`config.mk`:
```
export PLATFORM = sky130hd
export DESIGN_NAME = streaming_keyword_lexer_core_flat
export DESIGN_NICKNAME = d
export VERILOG_FILES = /design/src/rtl/skl_pkg.sv /design/src/rtl/skl_in_if.sv /design/src/rtl/skl_out_if.sv /design/src/rtl/streaming_keyword_lexer_core.sv /design/src/flat_wrapper.sv
export SDC_FILE = /design/constraint.sdc
export NUM_CORES = 1
export LEC_CHECK = 0
export CAP_MARGIN = 10
export CORE_ASPECT_RATIO = 1.25
export CORE_UTILIZATION = 51
export DETAILED_ROUTE_END_ITERATION = 6
export DONT_BUFFER_PORTS = 1
export PLACE_DENSITY = 0.66
export SLEW_MARGIN = 30
export SYNTH_ARGS = -nofsm -noshare
export SYNTH_HDL_FRONTEND = slang
export SYNTH_SLANG_ARGS = --single-unit
```
`constraint.sdc`:
```
create_clock -name clk -period 5 [get_ports clk]
set_input_delay 0.75 -clock clk [delete_from_list [all_inputs] [get_ports clk]]
set_output_delay 0.75 -clock clk [all_outputs]
set_load 0.01 [all_outputs]
```
`src/rtl/skl_pkg.sv`:
```
// shared types, constants and keyword lookup for the streaming keyword lexer
package skl_pkg;

  localparam int OFFSET_BITS = 16;
  localparam int FIELD_BITS  = 16;
  localparam int MAX_KW_LEN  = 8;
  localparam int KW_LEN_BITS = $clog2(MAX_KW_LEN + 2);
  localparam int KW_IDX_BITS = $clog2(MAX_KW_LEN);
  localparam int FIFO_DEPTH  = 4;
  localparam int FIFO_PTR_BITS = $clog2(FIFO_DEPTH);
  localparam int FIFO_CNT_BITS = $clog2(FIFO_DEPTH + 1);

  typedef enum logic [2:0] {
    MODE_IDLE    = 3'd0,
    MODE_IDENT   = 3'd1,
    MODE_INT     = 3'd2,
    MODE_FRAC    = 3'd3,
    MODE_SLASH   = 3'd4,
    MODE_COMMENT = 3'd5
  } scan_mode_t;

  typedef enum logic [4:0] {
    KIND_IDENT      = 5'd0,
    KIND_INT        = 5'd1,
    KIND_FLOAT      = 5'd2,
    KIND_KW_MAP     = 5'd3,
    KIND_KW_ENEMY   = 5'd4,
    KIND_KW_TOWER   = 5'd5,
    KIND_KW_WAVE    = 5'd6,
    KIND_KW_SPAWN   = 5'd7,
    KIND_KW_PLACE   = 5'd8,
    KIND_KW_AT      = 5'd9,
    KIND_KW_SIZE    = 5'd10,
    KIND_KW_PATH    = 5'd11,
    KIND_KW_COUNT   = 5'd12,
    KIND_KW_START   = 5'd13,
    KIND_KW_INTERVAL = 5'd14,
    KIND_LBRACE     = 5'd15,
    KIND_RBRACE     = 5'd16,
    KIND_LPAREN     = 5'd17,
    KIND_RPAREN     = 5'd18,
    KIND_LBRACKET   = 5'd19,
    KIND_RBRACKET   = 5'd20,
    KIND_COMMA      = 5'd21,
    KIND_SEMI       = 5'd22,
    KIND_ASSIGN     = 5'd23,
    KIND_PLUS       = 5'd24,
    KIND_MINUS      = 5'd25,
    KIND_STAR       = 5'd26,
    KIND_DIV        = 5'd27,
    KIND_UNKNOWN    = 5'd28,
    KIND_EOF        = 5'd29
  } token_kind_t;

  typedef logic [MAX_KW_LEN-1:0][7:0] prefix_t;

  typedef struct packed {
    token_kind_t            kind;
    logic [FIELD_BITS-1:0]  start;
    logic [FIELD_BITS-1:0]  length;
    logic [FIELD_BITS-1:0]  line;
    logic [7:0]             bval;
    logic                   run_end;
  } token_t;

  function automatic token_kind_t ident_kind(input prefix_t p,
                                             input logic [KW_LEN_BITS-1:0] len);
    token_kind_t k;
    k = KIND_IDENT;
    case (len)
      KW_LEN_BITS'(2): begin
        if ({p[0], p[1]} == "at") k = KIND_KW_AT;
      end
      KW_LEN_BITS'(3): begin
        if ({p[0], p[1], p[2]} == "map") k = KIND_KW_MAP;
      end
      KW_LEN_BITS'(4): begin
        if ({p[0], p[1], p[2], p[3]} == "wave") k = KIND_KW_WAVE;
        if ({p[0], p[1], p[2], p[3]} == "size") k = KIND_KW_SIZE;
        if ({p[0], p[1], p[2], p[3]} == "path") k = KIND_KW_PATH;
      end
      KW_LEN_BITS'(5): begin
        if ({p[0], p[1], p[2], p[3], p[4]} == "enemy") k = KIND_KW_ENEMY;
        if ({p[0], p[1], p[2], p[3], p[4]} == "tower") k = KIND_KW_TOWER;
        if ({p[0], p[1], p[2], p[3], p[4]} == "spawn") k = KIND_KW_SPAWN;
        if ({p[0], p[1], p[2], p[3], p[4]} == "place") k = KIND_KW_PLACE;
        if ({p[0], p[1], p[2], p[3], p[4]} == "count") k = KIND_KW_COUNT;
        if ({p[0], p[1], p[2], p[3], p[4]} == "start") k = KIND_KW_START;
      end
      KW_LEN_BITS'(8): begin
        if ({p[0], p[1], p[2], p[3], p[4], p[5], p[6], p[7]} == "interval")
          k = KIND_KW_INTERVAL;
      end
      default: k = KIND_IDENT;
    endcase
    return k;
  endfunction

  // one-character punctuators, slash excluded
  function automatic logic punct_hit(input logic [7:0] c);
    return (c == "{") || (c == "}") || (c == "(") || (c == ")") || (c == "[") ||
           (c == "]") || (c == ",") || (c == ";") || (c == "=") || (c == "+") ||
           (c == "-") || (c == "*");
  endfunction

  function automatic token_kind_t punct_kind(input logic [7:0] c);
    token_kind_t k;
    case (c)
      "{":     k = KIND_LBRACE;
      "}":     k = KIND_RBRACE;
      "(":     k = KIND_LPAREN;
      ")":     k = KIND_RPAREN;
      "[":     k = KIND_LBRACKET;
      "]":     k = KIND_RBRACKET;
      ",":     k = KIND_COMMA;
      ";":     k = KIND_SEMI;
      "=":     k = KIND_ASSIGN;
      "+":     k = KIND_PLUS;
      "-":     k = KIND_MINUS;
      "*":     k = KIND_STAR;
      default: k = KIND_UNKNOWN;
    endcase
    return k;
  endfunction

endpackage

```
`src/rtl/skl_in_if.sv`:
```
// source byte channel of the keyword lexer
interface skl_in_if;
  logic       valid;
  logic       ready;
  logic [7:0] char_byte;
  logic       end_marker;

  modport source (output valid, output char_byte, output end_marker, input ready);
  modport sink (input valid, input char_byte, input end_marker, output ready);
endinterface

```
`src/rtl/skl_out_if.sv`:
```
// token channel of the keyword lexer
interface skl_out_if;
  logic                               valid;
  logic                               ready;
  logic [4:0]                         token_kind;
  logic [skl_pkg::FIELD_BITS-1:0]     start_offset;
  logic [skl_pkg::FIELD_BITS-1:0]     token_length;
  logic [skl_pkg::FIELD_BITS-1:0]     line_number;
  logic [7:0]                         byte_value;
  logic                               run_end;

  modport source (output valid, output token_kind, output start_offset,
                  output token_length, output line_number, output byte_value,
                  output run_end, input ready);
  modport sink (input valid, input token_kind, input start_offset,
                input token_length, input line_number, input byte_value,
                input run_end, output ready);
endinterface

```
`src/rtl/streaming_keyword_lexer_core.sv`:
```
// Streaming keyword lexer top level: takes one source byte or end marker per
// transaction and emits tokens with kind, start offset, length and line.
// Each byte is lexed in the cycle it is accepted, so one transaction per clock
// is sustained while the queue has room; its tokens (none, one or two) go into
// a four-entry result queue that drives the token channel. The byte channel is
// ready while the queue has room for two tokens, so a byte that ends one token
// and yields another fills two entries; input waits while over two are queued.
// Identifiers are matched against the twelve keywords from an eight-byte prefix
// store in the cycle the identifier ends. Offset and line counters saturate.
module streaming_keyword_lexer_core (
  input  logic             clk,
  input  logic             rst,
  skl_in_if.sink           src,
  skl_out_if.source        tok
);

  skl_pkg::scan_mode_t                   mode;
  skl_pkg::scan_mode_t                   mode_next;
  skl_pkg::prefix_t                      prefix_store;
  logic [skl_pkg::KW_LEN_BITS-1:0]       ident_len;
  logic [skl_pkg::OFFSET_BITS-1:0]       token_start;
  logic [skl_pkg::OFFSET_BITS-1:0]       byte_offset;
  logic [skl_pkg::FIELD_BITS-1:0]        line_count;
  logic [skl_pkg::FIELD_BITS-1:0]        held_slash_line;

  skl_pkg::token_t                       fifo_mem [skl_pkg::FIFO_DEPTH];
  logic [skl_pkg::FIFO_PTR_BITS-1:0]     wr_ptr;
  logic [skl_pkg::FIFO_PTR_BITS-1:0]     rd_ptr;
  logic [skl_pkg::FIFO_CNT_BITS-1:0]     fifo_cnt;

  logic [7:0] c;
  logic       take;
  logic       is_end;
  logic       is_digit;
  logic       is_word_start;
  logic       is_word;
  logic       is_blank;
  logic       is_newline;
  logic       is_slash;
  logic       cont;
  logic       restart;

  logic            fin_valid;
  skl_pkg::token_t fin_tok;
  logic            b_valid;
  skl_pkg::token_t b_tok;
  logic            push_one;
  logic            push_two;
  logic            pop;

  assign c    = src.char_byte;
  assign take = src.valid && src.ready;
  assign is_end = src.end_marker;

  always_comb begin
    is_digit      = c inside {["0":"9"]};
    is_word_start = (c inside {["a":"z"], ["A":"Z"]}) || (c == "_");
    is_word       = is_word_start || is_digit;
    is_blank      = c inside {" ", 8'h09, 8'h0d};
    is_newline    = c == 8'h0a;
    is_slash      = c == "/";
  end

  // does the byte extend the current token
  always_comb begin
    case (mode)
      skl_pkg::MODE_IDENT:   cont = is_word;
      skl_pkg::MODE_INT:     cont = is_digit || (c == ".");
      skl_pkg::MODE_FRAC:    cont = is_digit;
      skl_pkg::MODE_SLASH:   cont = is_slash;
      skl_pkg::MODE_COMMENT: cont = !is_newline;
      default:               cont = 1'b0;
    endcase
  end

  assign restart = take && !is_end && !cont;

  // next scan mode
  always_comb begin
    mode_next = mode;
    if (take) begin
      if (is_end) begin
        mode_next = skl_pkg::MODE_IDLE;
      end else if (cont) begin
        if (mode == skl_pkg::MODE_INT && c == ".") mode_next = skl_pkg::MODE_FRAC;
        else if (mode == skl_pkg::MODE_SLASH) mode_next = skl_pkg::MODE_COMMENT;
      end else if (is_slash) begin
        mode_next = skl_pkg::MODE_SLASH;
      end else if (is_digit) begin
        mode_next = skl_pkg::MODE_INT;
      end else if (is_word_start) begin
        mode_next = skl_pkg::MODE_IDENT;
      end else begin
        mode_next = skl_pkg::MODE_IDLE;
      end
    end
  end

  // token outputs: pending token first, then new byte or eof
  always_comb begin
    fin_valid       = take && (is_end || !cont) &&
                      (mode == skl_pkg::MODE_IDENT || mode == skl_pkg::MODE_INT ||
                       mode == skl_pkg::MODE_FRAC || mode == skl_pkg::MODE_SLASH);
    fin_tok.start   = skl_pkg::FIELD_BITS'(token_start);
    fin_tok.length  = skl_pkg::FIELD_BITS'(byte_offset - token_start);
    fin_tok.line    = line_count;
    fin_tok.bval    = '0;
    fin_tok.run_end = 1'b0;
    case (mode)
      skl_pkg::MODE_IDENT: fin_tok.kind = skl_pkg::ident_kind(prefix_store, ident_len);
      skl_pkg::MODE_INT:   fin_tok.kind = skl_pkg::KIND_INT;
      skl_pkg::MODE_FRAC:  fin_tok.kind = skl_pkg::KIND_FLOAT;
      skl_pkg::MODE_SLASH: begin
        fin_tok.kind   = skl_pkg::KIND_DIV;
        fin_tok.length = skl_pkg::FIELD_BITS'(1);
        fin_tok.line   = held_slash_line;
      end
      default:             fin_tok.kind = skl_pkg::KIND_IDENT;
    endcase

    b_tok.run_end = 1'b1;
    b_tok.line    = line_count;
    b_tok.bval    = '0;
    if (is_end) begin
      b_valid      = take;
      b_tok.kind   = skl_pkg::KIND_EOF;
      b_tok.start  = skl_pkg::FIELD_BITS'(byte_offset);
      b_tok.length = '0;
    end else begin
      b_valid      = restart && !is_blank && !is_newline && !is_slash &&
                     !is_word && (c != "_");
      b_tok.start  = skl_pkg::FIELD_BITS'(byte_offset);
      b_tok.length = skl_pkg::FIELD_BITS'(1);
      if (skl_pkg::punct_hit(c)) begin
        b_tok.kind = skl_pkg::punct_kind(c);
      end else begin
        b_tok.kind = skl_pkg::KIND_UNKNOWN;
        b_tok.bval = c;
      end
    end
    fin_tok.run_end = !b_valid;
  end

  assign push_one = fin_valid || b_valid;
  assign push_two = fin_valid && b_valid;
  assign pop      = tok.valid && tok.ready;

  always_ff @(posedge clk) begin
    if (rst) begin
      mode            <= skl_pkg::MODE_IDLE;
      ident_len       <= '0;
      token_start     <= '0;
      byte_offset     <= '0;
      line_count      <= skl_pkg::FIELD_BITS'(1);
      held_slash_line <= '0;
    end else begin
      mode <= mode_next;
      if (take && !is_end) begin
        if (byte_offset != '1) byte_offset <= byte_offset + 1'b1;
        if (cont && mode == skl_pkg::MODE_IDENT &&
            ident_len <= skl_pkg::KW_LEN_BITS'(skl_pkg::MAX_KW_LEN))
          ident_len <= ident_len + 1'b1;
        if (restart) begin
          if (is_newline && line_count != '1) line_count <= line_count + 1'b1;
          if (is_slash || is_digit || is_word_start) token_start <= byte_offset;
          if (is_slash) held_slash_line <= line_count;
          if (is_word_start) ident_len <= skl_pkg::KW_LEN_BITS'(1);
        end
      end
    end
  end

  always_ff @(posedge clk) begin
    if (take && !is_end) begin
      if (cont && mode == skl_pkg::MODE_IDENT &&
          ident_len < skl_pkg::KW_LEN_BITS'(skl_pkg::MAX_KW_LEN))
        prefix_store[ident_len[skl_pkg::KW_IDX_BITS-1:0]] <= c;
      if (restart && is_word_start) prefix_store[0] <= c;
    end
  end

  // result queue
  always_ff @(posedge clk) begin
    if (push_one) fifo_mem[wr_ptr] <= fin_valid ? fin_tok : b_tok;
    if (push_two) fifo_mem[wr_ptr + 1'b1] <= b_tok;
  end

  always_ff @(posedge clk) begin
    if (rst) begin
      wr_ptr   <= '0;
      rd_ptr   <= '0;
      fifo_cnt <= '0;
    end else begin
      wr_ptr   <= wr_ptr + skl_pkg::FIFO_PTR_BITS'(push_one) +
                  skl_pkg::FIFO_PTR_BITS'(push_two);
      if (pop) rd_ptr <= rd_ptr + 1'b1;
      fifo_cnt <= fifo_cnt + skl_pkg::FIFO_CNT_BITS'(push_one) +
                  skl_pkg::FIFO_CNT_BITS'(push_two) - skl_pkg::FIFO_CNT_BITS'(pop);
    end
  end

  assign src.ready        = fifo_cnt <= skl_pkg::FIFO_CNT_BITS'(skl_pkg::FIFO_DEPTH - 2);
  assign tok.valid        = fifo_cnt != '0;
  assign tok.token_kind   = fifo_mem[rd_ptr].kind;
  assign tok.start_offset = fifo_mem[rd_ptr].start;
  assign tok.token_length = fifo_mem[rd_ptr].length;
  assign tok.line_number  = fifo_mem[rd_ptr].line;
  assign tok.byte_value   = fifo_mem[rd_ptr].bval;
  assign tok.run_end      = fifo_mem[rd_ptr].run_end;

  a_fifo_bound: assert property (@(posedge clk) disable iff (rst)
    fifo_cnt <= skl_pkg::FIFO_CNT_BITS'(skl_pkg::FIFO_DEPTH))
    else $error("result queue overflow");

  a_end_idle: assert property (@(posedge clk) disable iff (rst)
    take && is_end |=> mode == skl_pkg::MODE_IDLE)
    else $error("scan not idle after end marker");

  a_ident_len: assert property (@(posedge clk) disable iff (rst)
    ident_len <= skl_pkg::KW_LEN_BITS'(skl_pkg::MAX_KW_LEN + 1))
    else $error("identifier length past saturation");

  a_slash_line: assert property (@(posedge clk) disable iff (rst)
    mode == skl_pkg::MODE_SLASH |-> held_slash_line == line_count)
    else $error("held slash line out of step");

  a_end_eof: assert property (@(posedge clk) disable iff (rst)
    take && is_end |-> b_valid && push_one)
    else $error("end marker without eof token");

endmodule
```
`src/flat_wrapper.sv`:
```
// flat-port wrapper written by rule: the top's interface ports become plain ports
module streaming_keyword_lexer_core_flat 
  (clk, rst, src_valid, src_char_byte, src_end_marker, src_ready, tok_valid, tok_token_kind, tok_start_offset, tok_token_length, tok_line_number, tok_byte_value, tok_run_end, tok_ready);
  skl_in_if src_i ();
  skl_out_if tok_i ();
  input  logic clk;
  input  logic rst;
  input wire logic [$bits(src_i.valid)-1:0] src_valid;
  input wire logic [$bits(src_i.char_byte)-1:0] src_char_byte;
  input wire logic [$bits(src_i.end_marker)-1:0] src_end_marker;
  output wire logic [$bits(src_i.ready)-1:0] src_ready;
  output wire logic [$bits(tok_i.valid)-1:0] tok_valid;
  output wire logic [$bits(tok_i.token_kind)-1:0] tok_token_kind;
  output wire logic [$bits(tok_i.start_offset)-1:0] tok_start_offset;
  output wire logic [$bits(tok_i.token_length)-1:0] tok_token_length;
  output wire logic [$bits(tok_i.line_number)-1:0] tok_line_number;
  output wire logic [$bits(tok_i.byte_value)-1:0] tok_byte_value;
  output wire logic [$bits(tok_i.run_end)-1:0] tok_run_end;
  input wire logic [$bits(tok_i.ready)-1:0] tok_ready;
  assign src_i.valid = src_valid;
  assign src_i.char_byte = src_char_byte;
  assign src_i.end_marker = src_end_marker;
  assign src_ready = src_i.ready;
  assign tok_valid = tok_i.valid;
  assign tok_token_kind = tok_i.token_kind;
  assign tok_start_offset = tok_i.start_offset;
  assign tok_token_length = tok_i.token_length;
  assign tok_line_number = tok_i.line_number;
  assign tok_byte_value = tok_i.byte_value;
  assign tok_run_end = tok_i.run_end;
  assign tok_i.ready = tok_ready;
  streaming_keyword_lexer_core u_core (.clk(clk), .rst(rst), .src(src_i), .tok(tok_i));
endmodule
```
[Word-level counts from Yosys, hierarchy flattened]
Memories as Yosys holds them, arrays and structs flattened. A register that Yosys moved wholly into a read port is not among the register bits.
Cells that the tools add are included.
Storage, ports and cells
  memories kept: 1
  output and inout port bits: 64
  RAM bits: 248
  input bits: 13
  register bits after elaboration: 142
  word-level logic and storage cells: 190
Memory list
  u_core.fifo_mem: words 4, width 62, rd ports 1, clocked after Yosys merged registers in 1, wr ports 2, RTL line streaming_keyword_lexer_core.sv:26  | skl_pkg::token_t fifo_mem [skl_pkg::FIFO_DEPTH];
Operators by class
  add/subtract/negate cells: 11
  mux-type cells: 44
  equal/unequal tests: 45
  magnitude comparators: 11
  reduce and logical (&&, ||, !) cells: 61
Operator list (number)
  40-bit by 39-bit == test with 1-bit output, second input constant: 6
  32-bit by 31-bit == test with 1-bit output, second input constant: 3
  8-bit by 6-bit == test with 1-bit output, second input constant: 11
  64-bit bitwise mux: 1
  64-bit by 63-bit == test with 1-bit output, second input constant: 1
  62-bit two-way mux: 1
  5-bit one-hot mux with 12 select lines: 1
  8-bit by 7-bit == test with 1-bit output, second input constant: 5
  4-bit two-way mux: 10
  8-bit two-way mux: 5
  37-bit two-way mux: 1
  16-bit by 1-bit adder with 16-bit output, second input constant: 2
  32-bit two-way mux: 1
  16-bit inequality test, second input constant: 2
  3-bit two-way mux: 10
  5-bit one-hot mux with 5 select lines: 1
  8-bit demux with 3-bit select: 1
  24-bit by 23-bit == test with 1-bit output, second input constant: 1
  8-bit by 4-bit == test with 1-bit output, second input constant: 3
  1-bit logical AND: 22
  1-bit logical OR: 21
  5-bit one-hot mux with 4 select lines: 1
  16-bit by 15-bit == test with 1-bit output, second input constant: 1
  8-bit by 7-bit greater-or-equal comparator with 1-bit output, second input constant: 2
  31 further kinds: 59

[Depth between registers and ports, before layout]
  word-level depth: 18
  depth in mapped cells: 14

[Worst setup path after synthesis]
No wires, ideal clock.
  path type: input-to-reg
  from: in src_char_byte[1]
  to: mem u_core.fifo_mem[2][10] (netlist name) (enable)
  arrival time: 3621 ps
  data required time: 4599 ps
  setup slack: 978 ps
  stages on the path: 9
  cell sequence: buf_6 -> or4_1 -> a21o_1 -> a211oi_4 -> a21oi_1 -> buf_2 -> nor3_1 -> nor2_2 -> inv_1
RTL lines
  start: declaration: RTL line flat_wrapper.sv:9  | input wire logic [$bits(src_i.char_byte)-1:0] src_char_byte;
  end: declaration: RTL line streaming_keyword_lexer_core.sv:26

==> metrics.md <==
| Metric | Value |
|---|---|
| Synthesis-stage register bit count | 392 |
| Largest net degree at the start of global routing | 80 |
| Register area share after synthesis | 0.546 |
| CP max-delay cell | a2111oi_1 |
| Fin nets | 1518 |
| Combinational power share | 0.207 |
| Full die area | 37900 um2 |
| Global-route wire length before repair | 73500 um |
| Slew at the pin closest to its max-slew limit | 0.902 ns |
| TritonCTS clock tree | built |
| H-Tree Depth | 2 |
| Post-route cell area | 20500 um2 |
| Max Cap Violations | 0 |
| Number of fill cells | 3007 |
| Core Util, Final | 0.563 |
| Final Skew | 0.0221 ns |
| # diodes | 0 |
| Worst-path clk slew | 0.06 ns |
| Peak fanout along the critical path | 19 |
| Worst Hold Slack | 0.274 ns |
| Top cell type by total area after synthesis | edfxtp_1 |
| IO buf count | 0 |
| Sw frac | 0.298 |
| Fin Setup TNS | 0 ns |
| CTS Buffer Depth | 3 |
| Crit-path cells | nand2b_1, a2111oi_1, a21oi_1, a22oi_2, nor3_2, nor2_2, buf_4, inv_2, buf_4 |
| Rows | 78 |
| Psw | 2.61 mW |
| Clk Latency, worst-skew pair | 0.55 ns |
| Mean Syn Cell Area | 12.4 um2 |
| Yosys warnings | 0 |
| Share of cells above drive strength 1 | 0.136 |
| Int Pwr | 6.16 mW |
| Largest stage delay, worst path | 0.69 ns |
| Core area | 36400 um2 |
| Tmin final | 3.83 ns |
| Via/cell ratio | 6.39 |
| Root Buffer | clkbuf_16 |
| Max-slew violations | 0 |
| Post-synth net total | 1563 |
| TritonCTS Buffers | 39 |
| Crit share post-route | 0.765 |
| Unrepaired setup endpoints after global routing | false |
| Die height | 217 um |
| Final WS setup | 1.17 ns |
| Clk pwr share | 0.326 |
| CP required | 5.29 ns |
| Slew HR | 0.399 |
| Static Leak | 6.69 nW |
| Post-CTS Hold Buffers | 0 |
| Fin. Hold Viols | 0 |
| Synthesized area | 18900 um2 |
| Final std cells w/o fill | 1989 |
| Vias in the first global route | 12776 |
| Most frequent cell after synthesis | edfxtp_1 |
| Synth-to-layout area growth | 8.25% |
| Ys async rst share | 0 |
| Share of the synthesized area in the top cell type | 0.393 |
| Kind of critical path | reg2reg |
| Setup-failing EPs final | 0 |
| Top_reg_cell synth | edfxtp_1 |
| Clock Sinks | 392 |
| Placer Congestion | 0.899 |
| DRC | 0 |
| Worst setup SP type | flop |
| Placed Area | 19300 um2 |
| Peak supply drop | 314 uV |
| Max frequency | 261 MHz |
| Reg power frac | 0.467 |
| Crit. End Element | flop |
| DP HPWL | 31900 um |
| Crit path arrival time | 4.12 ns |
| Wirelength, routed | 47800 um |
| Ports | 77 |
| Syn Inst Count | 1523 |
| Avg WL per Cell | 24.0 um |
| DRT Pass-1 Iters | 5 |
| Die Width | 174 um |
| Total power | 8.77 mW |
| Violation count after the first detailed-route iteration | 1017 |
| Status | complete, no violations |
| Initial antenna violation count | 0 |
| Dpl cells | 1917 |
| Number of post-CTS setup repair buffers | 0 |
| Synth area leaders | edfxtp_1 (39%), dfxtp_1 (15%), mux4_2 (7.4%), a22o_1 (6.3%), nor2_1 (2.8%) |
| Most common cell on crit path | buf_4 |
| Synth cell types | 84 |
| Commonest cells in the netlist | edfxtp_1 (248), dfxtp_1 (144), nor2_1 (141), a22o_1 (137), nand2_1 (76) |
| CTS resizes | 0 |
| GRT Overall Usage | 0.252 |
| Initial Utilization | 0.520 |
| Via count | 12707 |
| Place WS | 0.885 ns |
| Hold WC Path Type | in2reg |
| Post-synth EDFFs | 248 |
| Grt ovf | 0 |
| Pwr/cell area | 428 nW/um2 |
| Antenna viol nets, final | 0 |
==> sequential cells by signal (all words and copies together) (netlist names), named ones only <==
name                    flops
u_core.prefix_store        64
u_core.mode                 3
u_core.byte_offset         16
u_core.line_count          16
u_core.fifo_cnt             3
u_core.wr_ptr               2
u_core.ident_len            4
u_core.token_start         16
u_core.rd_ptr               2
u_core.fifo_mem           248
u_core.held_slash_line     16
==> metal layers <==
layer,vias to the layer above,part of all wire,wire length [um],global-route usage
li1,5815,-,-,-
met3,99,0.054,2570,0.0395
met5,-,0,0,0
met1,6406,0.40,19100,0.302
met4,0,0.035,1690,0.103
met2,387,0.51,24400,0.450
==> final timing paths <==
| check | from | endpoint | slack [ns] | cells after the start |
|---|---|---|---|---|
| max | u_core.mode[2] | u_core.fifo_mem[3][6] | 1.17 | 9 |
| min | rst | u_core.held_slash_line[13] | 0.27 | 1 |
| max reg2reg | u_core.mode[2] | u_core.fifo_mem[3][6] | 1.17 | 9 |
| min reg2reg | u_core.fifo_mem[2][32] | u_core.fifo_mem[2][32] | 0.46 | 1 |
==> logic make-up (layout without fill, tap and decap cells) <==
group	count (synthesis)	after routing	share of synthesized area
AO/OA/AOI/OAI	328	328	0.144
AND/OR/NAND/NOR	476	476	0.138
buffers and inverters	153	139	0.0364
multiplexers	104	104	0.0961
adder cells (fa/ha/maj)	27	27	0.0194
XOR/XNOR	43	43	0.0199
flip-flops	392	392	0.546
==> layout by cell type (no fill, tap or decap), types with 7 or more instances in the layout <==
master / count
o2bb2ai_1: 45
a31oi_1: 8
xor2_1: 23
xnor2_1: 20
a32o_1: 12
buf_4: 25
nand3_1: 23
and3_1: 11
or3_1: 14
nand4_1: 22
o22ai_1: 12
inv_1: 34
and2_1: 20
o21a_1: 10
nand2_1: 76
nor3_1: 38
clkbuf_1: 16
clkbuf_16: 39
a22o_1: 137
nor2b_1: 12
dfxtp_1: 142
nor4b_1: 8
or4_1: 7
nor4_1: 9
a21oi_1: 35
ha_1: 23
mux2i_1: 40
o21ai_0: 17
and4_1: 8
nand4b_1: 7
nand2b_1: 13
nor2_4: 7
edfxtp_1: 248
mux4_2: 62
nor2_1: 141
==> power groups by stage <==
| stage | Sequential, mW | Combinational [mW] | Clock, mW |
|---|---|---|---|
| after floorplan | 4.02 | 1.42 | 0 |
| after detailed placement | 4.17 | 1.84 | 0 |
| after CTS | 4.10 | 1.84 | 2.90 |
| after global routing | 4.13 | 1.93 | 3.02 |
| final | 4.09 | 1.82 | 2.86 |
| after global placement | 4.15 | 1.82 | 0 |
==> worst max-delay path: cells and delay by family, from the launching register on <==
family	cells	cell delay [ns]
compound gates	3	1.56
flops	1	0.44
simple gates	3	0.73
buf+inv	3	0.82
==> final cells by class <==
class	count	area [um2]	area share
clock buffers	55	1040	0.0506
clock inverters	17	183	0.00892
inverters	38	143	0.00696
multi-input cells	978	7920	0.387
flip-flops and latches	392	10300	0.505
well taps	480	601	0.0293
repair buffers	29	268	0.0131
No activity file was read; power rests on OpenSTA's default activity.
